$ cat config.mk
export PLATFORM = sky130hd
export DESIGN_NAME = keyed_block_transposition
export DESIGN_NICKNAME = d
export VERILOG_FILES = /design/src/design/kbt_pkg.sv /design/src/design/kbt_ctrl.sv /design/src/design/kbt_datapath.sv /design/src/design/keyed_block_transposition.sv
export SDC_FILE = /design/constraint.sdc
export NUM_CORES = 1
export LEC_CHECK = 0
export BUFFER_PORTS_ARGS = -buffer_cell sky130_fd_sc_hd__buf_4
export CAP_MARGIN = 20
export CORE_UTILIZATION = 46
export DETAILED_ROUTE_END_ITERATION = 8
export HOLD_SLACK_MARGIN = 0.02
export SYNTH_ARGS = -nofsm -noshare
export SYNTH_HDL_FRONTEND = slang
export SYNTH_SLANG_ARGS = --single-unit
export TNS_END_PERCENT = 50
$ cat constraint.sdc
create_clock -name i_clk -period 3.2 [get_ports i_clk]
set_clock_uncertainty 0.05 [all_clocks]
set_input_delay 0.64 -clock i_clk [delete_from_list [all_inputs] [get_ports i_clk]]
set_output_delay 0.64 -clock i_clk [all_outputs]
set_load 0.05 [all_outputs]
$ cat src/design/kbt_pkg.sv
// Shared constants, types and register codes for the keyed block transposition block.
// Used by kbt_ctrl, kbt_datapath and keyed_block_transposition; depends on nothing.
package kbt_pkg;

    localparam int KEY_MAX_DEF = 8;
    localparam int CHAR_W      = 8;
    localparam int LEN_W       = 4;
    localparam int KEY_W       = 24;
    localparam int FIELD_W     = 3;
    localparam int CFG_IDX_W   = 2;
    localparam int CFG_DATA_W  = 24;

    localparam logic [LEN_W-1:0]  BLOCK_LEN_RESET = 4'd8;
    localparam logic [KEY_W-1:0]  KEY_ORDER_RESET = 24'd16434824;
    localparam logic [CHAR_W-1:0] PAD_FIRST       = 8'h7A;

    // Register indexes of the configuration port.
    localparam logic [CFG_IDX_W-1:0] CFG_BLOCK_LEN    = 2'd0;
    localparam logic [CFG_IDX_W-1:0] CFG_KEY_ORDER    = 2'd1;
    localparam logic [CFG_IDX_W-1:0] CFG_DECRYPT_MODE = 2'd2;

    // Commands from the controller to the datapath.
    typedef struct packed {
        logic accept;    // store the incoming byte, set up pointers
        logic pad_step;  // write one padding byte
        logic rd_issue;  // read the buffer entry for the current position
        logic out_load;  // move the read byte into the output register
        logic run_last;  // the loaded result ends the run of this item
    } t_cmd;

    // Status from the datapath to the controller.
    typedef struct packed {
        logic full;        // incoming byte completes a block
        logic pad_on_end;  // incoming byte ends the message in encrypt mode
        logic pad_done;    // current padding write is the last one
        logic rd_done;     // current result is the last of its block
        logic out_free;    // output register can take a result this cycle
    } t_status;

endpackage

$ cat src/design/kbt_ctrl.sv
// Controller state machine of the keyed block transposition block.
// Depends on kbt_pkg for the command and status structs.
module kbt_ctrl (
    input  logic            i_clk,
    input  logic            i_rst_n,
    input  logic            i_valid,
    input  kbt_pkg::t_status i_status,
    output kbt_pkg::t_cmd   o_cmd,
    output logic            o_stall
);

    typedef enum logic [1:0] {
        S_IDLE,
        S_PAD,
        S_READ,
        S_OUT
    } t_state;

    t_state r_state;
    logic   r_pad_pending;

    assign o_stall = (r_state != S_IDLE);

    always_comb begin
        o_cmd          = '0;
        o_cmd.accept   = (r_state == S_IDLE) && i_valid;
        o_cmd.pad_step = (r_state == S_PAD);
        o_cmd.rd_issue = (r_state == S_READ);
        o_cmd.out_load = (r_state == S_OUT) && i_status.out_free;
        o_cmd.run_last = i_status.rd_done && !r_pad_pending;
    end

    always_ff @(posedge i_clk) begin
        if (!i_rst_n) begin
            r_state       <= S_IDLE;
            r_pad_pending <= 1'b0;
        end else begin
            unique case (r_state)
                S_IDLE: begin
                    if (i_valid) begin
                        if (i_status.full) begin
                            r_state       <= S_READ;
                            r_pad_pending <= i_status.pad_on_end;
                        end else if (i_status.pad_on_end) begin
                            r_state <= S_PAD;
                        end
                    end
                end
                S_PAD: begin
                    if (i_status.pad_done) begin
                        r_state <= S_READ;
                    end
                end
                S_READ: begin
                    r_state <= S_OUT;
                end
                S_OUT: begin
                    if (i_status.out_free) begin
                        if (!i_status.rd_done) begin
                            r_state <= S_READ;
                        end else if (r_pad_pending) begin
                            r_state       <= S_PAD;
                            r_pad_pending <= 1'b0;
                        end else begin
                            r_state <= S_IDLE;
                        end
                    end
                end
                default: r_state <= S_IDLE;
            endcase
        end
    end

endmodule

$ cat src/design/kbt_datapath.sv
// Datapath of the keyed block transposition block: registers, block buffer,
// pointers and the output register. Depends on kbt_pkg.
module kbt_datapath #(
    parameter int KEY_MAX = kbt_pkg::KEY_MAX_DEF
) (
    input  logic                          i_clk,
    input  logic                          i_rst_n,
    input  kbt_pkg::t_cmd                 i_cmd,
    output kbt_pkg::t_status              o_status,
    input  logic [kbt_pkg::CHAR_W-1:0]    i_in_char,
    input  logic                          i_msg_end,
    input  logic                          i_cfg_we,
    input  logic [kbt_pkg::CFG_IDX_W-1:0] i_cfg_index,
    input  logic [kbt_pkg::CFG_DATA_W-1:0] i_cfg_data,
    input  logic                          i_out_stall,
    output logic                          o_out_valid,
    output logic [kbt_pkg::CHAR_W-1:0]    o_out_char,
    output logic                          o_run_last
);

    localparam int AW = (KEY_MAX > 1) ? $clog2(KEY_MAX) : 1;
    localparam int LW = kbt_pkg::LEN_W;

    logic [LW-1:0]              r_block_len;
    logic [kbt_pkg::KEY_W-1:0]  r_key_order;
    logic                       r_decrypt;

    logic [kbt_pkg::CHAR_W-1:0] r_buf [KEY_MAX];
    logic [AW-1:0]              r_pos;
    logic [AW-1:0]              r_pad_ptr;
    logic [AW-1:0]              r_pad_cnt;
    logic [AW-1:0]              r_y;
    logic [kbt_pkg::CHAR_W-1:0] r_rdata;
    logic                       r_src_ok;
    logic                       r_out_valid;
    logic [kbt_pkg::CHAR_W-1:0] r_out_char;
    logic                       r_run_last;

    logic [LW-1:0]                 len;
    logic [kbt_pkg::FIELD_W-1:0]   key_pos;
    logic [kbt_pkg::FIELD_W-1:0]   key_y;
    logic [LW-1:0]                 pos_inc;
    logic                          wr_en;
    logic [AW-1:0]                 wr_addr;
    logic [kbt_pkg::CHAR_W-1:0]    wr_data;
    logic [AW-1:0]                 rd_addr;
    logic                          rd_ok;

    // Effective block length, clamped to 2..KEY_MAX.
    always_comb begin
        if (r_block_len < LW'(2)) begin
            len = LW'(2);
        end else if (r_block_len > LW'(KEY_MAX)) begin
            len = LW'(KEY_MAX);
        end else begin
            len = r_block_len;
        end
    end

    assign key_pos = r_key_order[kbt_pkg::FIELD_W*r_pos +: kbt_pkg::FIELD_W];
    assign key_y   = r_key_order[kbt_pkg::FIELD_W*r_y +: kbt_pkg::FIELD_W];
    assign pos_inc = LW'(r_pos) + LW'(1);

    assign o_status.full       = (pos_inc >= len);
    assign o_status.pad_on_end = i_msg_end && !r_decrypt;
    assign o_status.pad_done   = ((LW'(r_pad_ptr) + LW'(1)) >= len);
    assign o_status.rd_done    = ((LW'(r_y) + LW'(1)) >= len);
    assign o_status.out_free   = !r_out_valid || !i_out_stall;

    // Single write port shared by byte stores and padding.
    always_comb begin
        wr_en   = 1'b0;
        wr_addr = r_pos;
        wr_data = i_in_char;
        if (i_cmd.accept) begin
            if (r_decrypt) begin
                wr_en   = (LW'(key_pos) < len);
                wr_addr = AW'(key_pos);
            end else begin
                wr_en   = 1'b1;
                wr_addr = r_pos;
            end
        end else if (i_cmd.pad_step) begin
            wr_en   = 1'b1;
            wr_addr = r_pad_ptr;
            wr_data = kbt_pkg::PAD_FIRST - kbt_pkg::CHAR_W'(r_pad_cnt);
        end
    end

    // Encrypt reads the keyed source, decrypt reads in order.
    always_comb begin
        if (r_decrypt) begin
            rd_addr = r_y;
            rd_ok   = 1'b1;
        end else begin
            rd_addr = AW'(key_y);
            rd_ok   = (LW'(key_y) < len);
        end
    end

    always_ff @(posedge i_clk) begin
        if (wr_en) begin
            r_buf[wr_addr] <= wr_data;
        end
        if (i_cmd.rd_issue) begin
            r_rdata  <= r_buf[rd_addr];
            r_src_ok <= rd_ok;
        end
    end

    always_ff @(posedge i_clk) begin
        if (!i_rst_n) begin
            r_block_len <= kbt_pkg::BLOCK_LEN_RESET;
            r_key_order <= kbt_pkg::KEY_ORDER_RESET;
            r_decrypt   <= 1'b0;
            r_pos       <= '0;
            r_pad_ptr   <= '0;
            r_pad_cnt   <= '0;
            r_y         <= '0;
            r_out_valid <= 1'b0;
        end else begin
            if (i_cfg_we) begin
                unique case (i_cfg_index)
                    kbt_pkg::CFG_BLOCK_LEN:    r_block_len <= i_cfg_data[LW-1:0];
                    kbt_pkg::CFG_KEY_ORDER:    r_key_order <= i_cfg_data[kbt_pkg::KEY_W-1:0];
                    kbt_pkg::CFG_DECRYPT_MODE: r_decrypt   <= i_cfg_data[0];
                    default: ;
                endcase
            end
            if (i_cmd.accept) begin
                r_y       <= '0;
                r_pad_cnt <= '0;
                if (o_status.full) begin
                    r_pos     <= '0;
                    r_pad_ptr <= '0;
                end else begin
                    r_pos     <= i_msg_end ? '0 : AW'(pos_inc);
                    r_pad_ptr <= AW'(pos_inc);
                end
            end
            if (i_cmd.pad_step) begin
                r_pad_ptr <= r_pad_ptr + AW'(1);
                r_pad_cnt <= r_pad_cnt + AW'(1);
            end
            if (i_cmd.out_load) begin
                r_y <= o_status.rd_done ? '0 : (r_y + AW'(1));
            end
            if (i_cmd.out_load) begin
                r_out_valid <= 1'b1;
            end else if (!i_out_stall) begin
                r_out_valid <= 1'b0;
            end
        end
    end

    always_ff @(posedge i_clk) begin
        if (i_cmd.out_load) begin
            r_out_char <= r_src_ok ? r_rdata : '0;
            r_run_last <= i_cmd.run_last;
        end
    end

    assign o_out_valid = r_out_valid;
    assign o_out_char  = r_out_char;
    assign o_run_last  = r_run_last;

endmodule

$ cat src/design/keyed_block_transposition.sv
// Top level of the keyed block transposition block.
// Instantiates kbt_ctrl and kbt_datapath; depends on kbt_pkg.
//
// Channel   Direction  Handshake                 Payload
// input     in         i_valid / o_stall         i_in_char, i_msg_end
// result    out        o_valid / i_stall         o_out_char, o_run_last
// config    in         i_cfg_valid / o_cfg_ready i_cfg_index, i_cfg_data
//
// A byte that does not finish a block is taken without stalling the input. Each
// result is read from the block buffer into its read register and then loaded
// into the output register. Padding at message end writes the padded bytes one
// at a time before the block is sent.
// Reset (i_rst_n low at a clock edge) restores the register defaults, empties
// the open block and drops any result not yet taken; the buffer is not cleared.
// A stall on the result side holds the output register and halts emission, and
// the input side is stalled for as long as a block is being padded or sent.
//
// The block gathers message bytes into blocks of block_len bytes. In encrypt
// mode result y of a block carries block position key[y]; in decrypt mode input
// byte y is stored at key[y] and the block is sent in order. At message end,
// encrypt fills the open block with 'z', 'y', 'x', ... and sends it, which gives
// a whole padding block when the message length is a multiple of block_len.
// Decrypt simply drops an open partial block. o_run_last marks the final result
// caused by one input item.
module keyed_block_transposition #(
    parameter int KEY_MAX = kbt_pkg::KEY_MAX_DEF
) (
    input  logic                           i_clk,
    input  logic                           i_rst_n,
    input  logic                           i_valid,
    output logic                           o_stall,
    input  logic [kbt_pkg::CHAR_W-1:0]     i_in_char,
    input  logic                           i_msg_end,
    output logic                           o_valid,
    input  logic                           i_stall,
    output logic [kbt_pkg::CHAR_W-1:0]     o_out_char,
    output logic                           o_run_last,
    input  logic                           i_cfg_valid,
    output logic                           o_cfg_ready,
    input  logic [kbt_pkg::CFG_IDX_W-1:0]  i_cfg_index,
    input  logic [kbt_pkg::CFG_DATA_W-1:0] i_cfg_data
);

    kbt_pkg::t_cmd    cmd;
    kbt_pkg::t_status status;

    // Configuration writes are always taken; the user must send them only while idle (the block does not check).
    assign o_cfg_ready = 1'b1;

    kbt_ctrl u_ctrl (
        .i_clk    (i_clk),
        .i_rst_n  (i_rst_n),
        .i_valid  (i_valid),
        .i_status (status),
        .o_cmd    (cmd),
        .o_stall  (o_stall)
    );

    kbt_datapath #(
        .KEY_MAX (KEY_MAX)
    ) u_datapath (
        .i_clk       (i_clk),
        .i_rst_n     (i_rst_n),
        .i_cmd       (cmd),
        .o_status    (status),
        .i_in_char   (i_in_char),
        .i_msg_end   (i_msg_end),
        .i_cfg_we    (i_cfg_valid && o_cfg_ready),
        .i_cfg_index (i_cfg_index),
        .i_cfg_data  (i_cfg_data),
        .i_out_stall (i_stall),
        .o_out_valid (o_valid),
        .o_out_char  (o_out_char),
        .o_run_last  (o_run_last)
    );

endmodule

After elaboration in Yosys (flattened, before gate mapping). Memories as Yosys holds them, arrays and structs flattened. A register that Yosys moved wholly into a read port is not among the register bits. Cells that the tools add are included.

Register bits after elaboration: 55. Memory bits (writable): 64. Word-level logic and storage cells: 101. Memories kept: 1.

Memory list: u_datapath.r_buf (words 8, width 8, rd ports 1, clocked after memory_dff 1, write ports 1, line kbt_datapath.sv:28) `logic [kbt_pkg::CHAR_W-1:0] r_buf [KEY_MAX];`.

Mux-type cells: 37. Add/subtract/negate cells: 7. Shift-type cells: 2. Multiply operators: 2. Reductions and logical operators: 20. $lt $le $gt $ge: 7. Eq/ne operators: 12.

Operators with widths (number): $shiftx 24x6->3 (2); $mux 3 (13); $mux 8 (2); $add 3x1->4 const B (3); $ge 4x4->1 (3); $mux 1 (12); $mux 2 (6); $mul 2x3->5 const A (2); $add 3x1->3 const B (3); $lt 3x4->1 (2); $mux 4 (2); $ne 2x1->1 const B (4); $pmux 2 s4 (1); $reduce_bool 2->1 (4); $sub 7x3->8 const A (1); $eq 2x2->1 const B (3); $reduce_and 2->1 (3); $reduce_and 5->1 (1); $eq 2x1->1 const B (2); $gt 4x4->1 const B (1); $logic_and 1x1->1 (4); $logic_not 1->1 (4); $logic_not 2->1 (2); $lt 4x2->1 const B (1); other kinds (5) (6).

Depth between registers and ports, before layout.
Depth in word-level cells: 8. Mapped depth: 10. Mapped depth without buffers: 10.

Modules after synthesis. Synthesis repeated with hierarchy kept, for this count alone.

Cells, all modules: 539. Area, all modules: 6294.8 um2.

Modules (own cells, without submodules): kbt_datapath (instances 1, area an instance 6038.3 um2, cells each 508, seq. area each 3303.2 um2); kbt_ctrl (instances 1, area an instance 245.2 um2, cells each 29, seq. area each 60.1 um2); keyed_block_transposition (instances 1, area an instance 11.3 um2, cells each 2, seq. area each 0.0 um2).

Worst setup path before layout. No wires, ideal clock.

Path type: reg2reg. Start point: register u_datapath.r_pos[0]. End point: memory u_datapath.r_buf[5][0] in the netlist's numbering, enable pin. Path slack: 0.348 ns. Path buffers: 1. Setup time: 0.370 ns. Cell stages (with the launch flop): 9. Data arrival time: 2.432 ns. Period minus slack after synthesis: 2.852 ns. Cell sequence: dfxtp_1 > buf_2 > mux4_2 > mux2_2 > ha_1 > o21a_1 > o22ai_1 > nand3_1 > nor2_1.

Cells in the longest elaborated chain, start to end: 7. Elaborated cells between the ends (all ways): 10.

Ends and longest elaborated chain: from (decl) (line kbt_datapath.sv:29) `logic [AW-1:0] r_pos;`; from (signal assigned) (line kbt_datapath.sv:137) `r_pos <= i_msg_end ? '0 : AW'(pos_inc);`; $mul 2x3->5 (line kbt_datapath.sv:60) `assign key_pos = r_key_order[kbt_pkg::FIELD_W*r_pos +: kbt_pkg::FIELD_W];`; $shiftx 24x6->3 (line kbt_datapath.sv:60); $lt 3x4->1 (line kbt_datapath.sv:77) `wr_en = (LW'(key_pos) < len);`; $mux 1 (line kbt_datapath.sv:76) `if (r_decrypt) begin`; $mux 1 (line kbt_datapath.sv:75) `if (i_cmd.accept) begin`; $mux 1 (line kbt_datapath.sv:102) `if (wr_en) begin`; $mux 1 (not written as such) (line kbt_datapath.sv:103) `r_buf[wr_addr] <= wr_data;`; to (decl) (line kbt_datapath.sv:28).

Several ways; a longest one is shown, not always the timed one.

Worst setup path in the final report.
Start point: register u_datapath.r_pos[0]. End point: memory u_datapath.r_buf[1][6] in the netlist's numbering, enable pin.

Same word-level chain as after synthesis.

==> qor.log <==
INFO  global_route   number_of_global_route_vias_before_repair=3916
INFO  pwr            cellLeakagePower=2.81nW
INFO  finish         areaGrowthSynthToFinish=21.0%
INFO  die            core_area=12600um^2
INFO  finish         drive_gt1_frac=0.251
INFO  clocking       cts-htree-levels=4
INFO  setup_path     start_kind=flop
INFO  global_route   grt_pass1_wl=20800um
INFO  logic_synthesis async_flop_share=0
INFO  detailed_routing post-route-drc-count=0
INFO  timing         worst-slew-pin-transition=1040ps
INFO  place          hpwl=9330um
INFO  global_route   grt_usage=0.214
INFO  clocking       cts_resized=0
INFO  worst_hold_path holdCritStartpoint=i_cfg_data[7]
INFO  logic_synthesis syn_avg_cell_area=12.1um^2
INFO  timing         worst_relative_slew_slack=0.303
INFO  clocking       cts-buffers-inserted=17
INFO  die            fp.dieH=116um
INFO  clocking       post_cts_setup_inserts=0
INFO  setup_path     regToRegSetupSlack=400ps
INFO  finish         multi_input_comb_area=2440um^2
INFO  timing         fin_ws=399ps
INFO  setup_path     rr_worst_depth=10
INFO  worst_hold_path worst_hold_class=in -> reg
INFO  die            row_count=41
INFO  global_route   antenna_violations_before_repair=0
INFO  status         run_status=complete, no violations
INFO  detailed_routing routed_via_density=5.44
INFO  timing         hold_viol_final=0
INFO  clocking       root_buffer=sky130_fd_sc_hd__clkbuf_16
INFO  clocking       clk_pin_slew_worst_paths=50ps
INFO  pwr            max-vdd-ir-drop=318uV
INFO  setup_path     setup.worst_path.end_class=flop
INFO  clocking       cts.sink_count=127
INFO  worst_hold_path worst_hold_end=u_datapath.r_key_order[7]
INFO  finish         design.final.nets=613
INFO  logic_synthesis synth_enable_flop_cells=82
INFO  detailed_routing dr.first_iter.drc_count=216
INFO  clocking       ctsHoldBuffers=0
INFO  finish         fill_cells=1068
INFO  timing         rsz0062_at_grt=false
INFO  detailed_routing via_count=4036
INFO  setup_path     critPathArrivalTime=2870ps
INFO  timing         final_min_period_over_clock_period=0.875
INFO  detailed_routing pre_antenna_drt_iters=5
INFO  clocking       cts.path.max_buffers=2
INFO  finish         insertedDiodeCount=0
INFO  timing         setup_viol=0
INFO  flow_run       timing.max_cap.violations=0
INFO  logic_synthesis synth-seq-cells=127
INFO  logic_synthesis synth_ff_type=sky130_fd_sc_hd__edfxtp_1
INFO  logic_synthesis library_cells_used_by_synthesis=57
INFO  worst_hold_path worstHoldPathCells=3
INFO  logic_synthesis synth-seq-area-share=0.565
INFO  finish         register_area=3360um^2
INFO  setup_path     r2r_start=u_datapath.r_pos[0]
INFO  finish         final_cell_area=7210um^2
INFO  pwr            power_density=642nW/um^2
INFO  timing         fmax=357MHz
INFO  timing         tns=0ps
INFO  logic_synthesis netlist_area=5950um^2
INFO  die            fp.dieArea=13400um^2
INFO  timing         post-route-min-period=2800ps
INFO  timing         timing.final.max_slew_violations=0
INFO  clocking       tritoncts=built
INFO  place          gp_congestion=0.810
INFO  detailed_routing routed_wire_length_per_instance=17.8um
INFO  global_route   global_route.overflow_total=0
INFO  die            io-pin-count=52
INFO  setup_path     critical_path_peak_fanout=12
INFO  global_route   maximum_number_of_pins_on_one_net_before_global_route_repair=49
INFO  clocking       worst_skew_pair.late_latency=420ps
INFO  die            initial_utilization=0.472
INFO  setup_path     worstSetupPathType=reg -> reg
INFO  logic_synthesis synth_fp_nets=548
INFO  setup_path     worstReg2RegEnd=u_datapath.r_buf[1][6]
INFO  place          pre_cts_setup_slack=427ps
INFO  place          port_buffers=50
INFO  place          instance_area_after_placement=6590um^2
INFO  logic_synthesis synthesis.yosys.warnings=0
INFO  logic_synthesis post_synth_inst_count=492
INFO  detailed_routing ant_nets=0
INFO  setup_path     cp_data_required_time=3270ps
INFO  detailed_routing routed_wirelength=13200um
INFO  die            die_w=116um
==> state kept, by name, indices dropped and copies added, names as in the netlist <==
name / count
u_ctrl.r_pad_pending: 1
u_ctrl.r_state: 2
u_datapath.o_out_char: 8
u_datapath.o_out_valid: 1
u_datapath.o_run_last: 1
u_datapath.r_block_len: 4
u_datapath.r_buf: 64
u_datapath.r_decrypt: 1
u_datapath.r_key_order: 24
u_datapath.r_pad_cnt: 3
u_datapath.r_pad_ptr: 3
u_datapath.r_pos: 3
u_datapath.r_rdata: 8
u_datapath.r_src_ok: 1
u_datapath.r_y: 3
==> stage by stage <==
stage / power, mW / cells / utilization / hold WS (ps)
after floorplan: 2.41 / 492 / - / 393
after global placement: 2.63 / 710 / 0.522 / 410
after detailed placement: 2.65 / 710 / 0.522 / 415
after CTS: 4.66 / 742 / 0.571 / 369
after global routing: 4.80 / 742 / 0.571 / 379
final: 4.62 / 742 / 0.571 / 384
==> worst max-delay path by stage <==
| stage | startpoint | endpoint | slack [ps] | depth (start not counted) |
|---|---|---|---|---|
| 2_1_floorplan | u_datapath.r_pos[0] | u_datapath.r_buf[5][0] | 350 | 8 |
| 3_3_place_gp | u_datapath.r_block_len[3] | u_datapath.r_pos[0] | 470 | 10 |
| 3_5_place_dp | u_datapath.r_pos[0] | u_datapath.r_buf[1][5] | 430 | 10 |
| 4_1_cts | u_datapath.r_pos[0] | u_datapath.r_buf[1][0] | 410 | 10 |
| 5_1_grt | u_datapath.r_pos[0] | u_datapath.r_buf[5][6] | 190 | 10 |
| 6_report | u_datapath.r_pos[0] | u_datapath.r_buf[1][6] | 400 | 10 |
==> cell usage after synthesis, types with 6 or more instances <==
master                     number  area, um^2
sky130_fd_sc_hd__o21ai_0       10        50.1
sky130_fd_sc_hd__nand3_1       18        90.1
sky130_fd_sc_hd__a221oi_1       7        61.3
sky130_fd_sc_hd__nor2b_1       10        62.6
sky130_fd_sc_hd__dfxtp_1       45         901
sky130_fd_sc_hd__a21boi_0      19         143
sky130_fd_sc_hd__mux2_2        21         236
sky130_fd_sc_hd__mux2i_1       24         240
sky130_fd_sc_hd__edfxtp_1      82        2460
sky130_fd_sc_hd__inv_1          7        26.3
sky130_fd_sc_hd__nor2_1        22        82.6
sky130_fd_sc_hd__mux4_2        11         248
sky130_fd_sc_hd__a21o_1         6        45.0
sky130_fd_sc_hd__o22ai_1       10        62.6
sky130_fd_sc_hd__clkbuf_1      17        63.8
sky130_fd_sc_hd__and2_1        11        68.8
sky130_fd_sc_hd__nand2b_1      11        68.8
sky130_fd_sc_hd__ha_1          16         200
sky130_fd_sc_hd__nand2_1       75         282
==> power breakdown <==
group | switching [mW] | internal [mW]
combinational | 0.375 | 0.254
sequential | 0.0648 | 1.92
clock | 0.714 | 1.30
total | 1.15 | 3.47
==> logic make-up (layout without fill, tap and decap cells) <==
kind of cell,Yosys count,after routing,synth area share
AO/OA/AOI/OAI,84,84,0.104
XOR/XNOR,3,3,0.00441
adder cells (fa/ha/maj),19,19,0.0387
buffers and inverters,33,111,0.0267
flip-flops,127,127,0.565
multiplexers,57,57,0.126
other,1,1,0.000630
AND/OR/NAND/NOR,168,168,0.134
==> per-layer routing <==
layer / vias up / global-route usage / part of all wire
li1: 1956 / - / -
met1: 1960 / 0.293 / 0.48
met2: 107 / 0.327 / 0.46
met3: 13 / 0.0450 / 0.045
met4: 0 / 0.0983 / 0.014
met5: - / 0 / 0
==> cell usage in the layout, fill, tap and decap left out, types with 4 or more instances in the layout <==
| master | instances |
|---|---|
| sky130_fd_sc_hd__a211oi_1 | 5 |
| sky130_fd_sc_hd__a21boi_0 | 19 |
| sky130_fd_sc_hd__a21o_1 | 6 |
| sky130_fd_sc_hd__a221oi_1 | 7 |
| sky130_fd_sc_hd__a22oi_1 | 4 |
| sky130_fd_sc_hd__and2_1 | 11 |
| sky130_fd_sc_hd__buf_4 | 72 |
| sky130_fd_sc_hd__bufinv_16 | 4 |
| sky130_fd_sc_hd__clkbuf_16 | 17 |
| sky130_fd_sc_hd__clkinvlp_4 | 4 |
| sky130_fd_sc_hd__dfxtp_1 | 45 |
| sky130_fd_sc_hd__edfxtp_1 | 82 |
| sky130_fd_sc_hd__ha_1 | 16 |
| sky130_fd_sc_hd__inv_1 | 7 |
| sky130_fd_sc_hd__mux2_2 | 21 |
| sky130_fd_sc_hd__mux2i_1 | 24 |
| sky130_fd_sc_hd__mux4_2 | 11 |
| sky130_fd_sc_hd__nand2_1 | 75 |
| sky130_fd_sc_hd__nand2b_1 | 11 |
| sky130_fd_sc_hd__nand3_1 | 18 |
| sky130_fd_sc_hd__nor2_1 | 22 |
| sky130_fd_sc_hd__nor2b_1 | 10 |
| sky130_fd_sc_hd__o21ai_0 | 10 |
| sky130_fd_sc_hd__o22ai_1 | 10 |
| sky130_fd_sc_hd__or2_2 | 4 |
==> critical path, cell delays in order, from the launching register on <==
cell and delay [ps]:
sky130_fd_sc_hd__dfxtp_1 430, sky130_fd_sc_hd__buf_4 270, sky130_fd_sc_hd__mux4_2 340, sky130_fd_sc_hd__mux2_2 310
sky130_fd_sc_hd__ha_1 210, sky130_fd_sc_hd__nor2_1 90, sky130_fd_sc_hd__o21ai_0 120, sky130_fd_sc_hd__o22ai_1 190
sky130_fd_sc_hd__nand3_1 170, sky130_fd_sc_hd__nor2_1 140, sky130_fd_sc_hd__buf_4 200
==> layout make-up <==
class	count	share of cell area
multi-input combinational	332	0.339
clock buffer	17	0.0590
inverter	7	0.00365
timing repair buffer	72	0.0750
sequential	127	0.467
clock inverter	15	0.0267
tap	172	0.0299
Power figures use the tool's default switching activity.
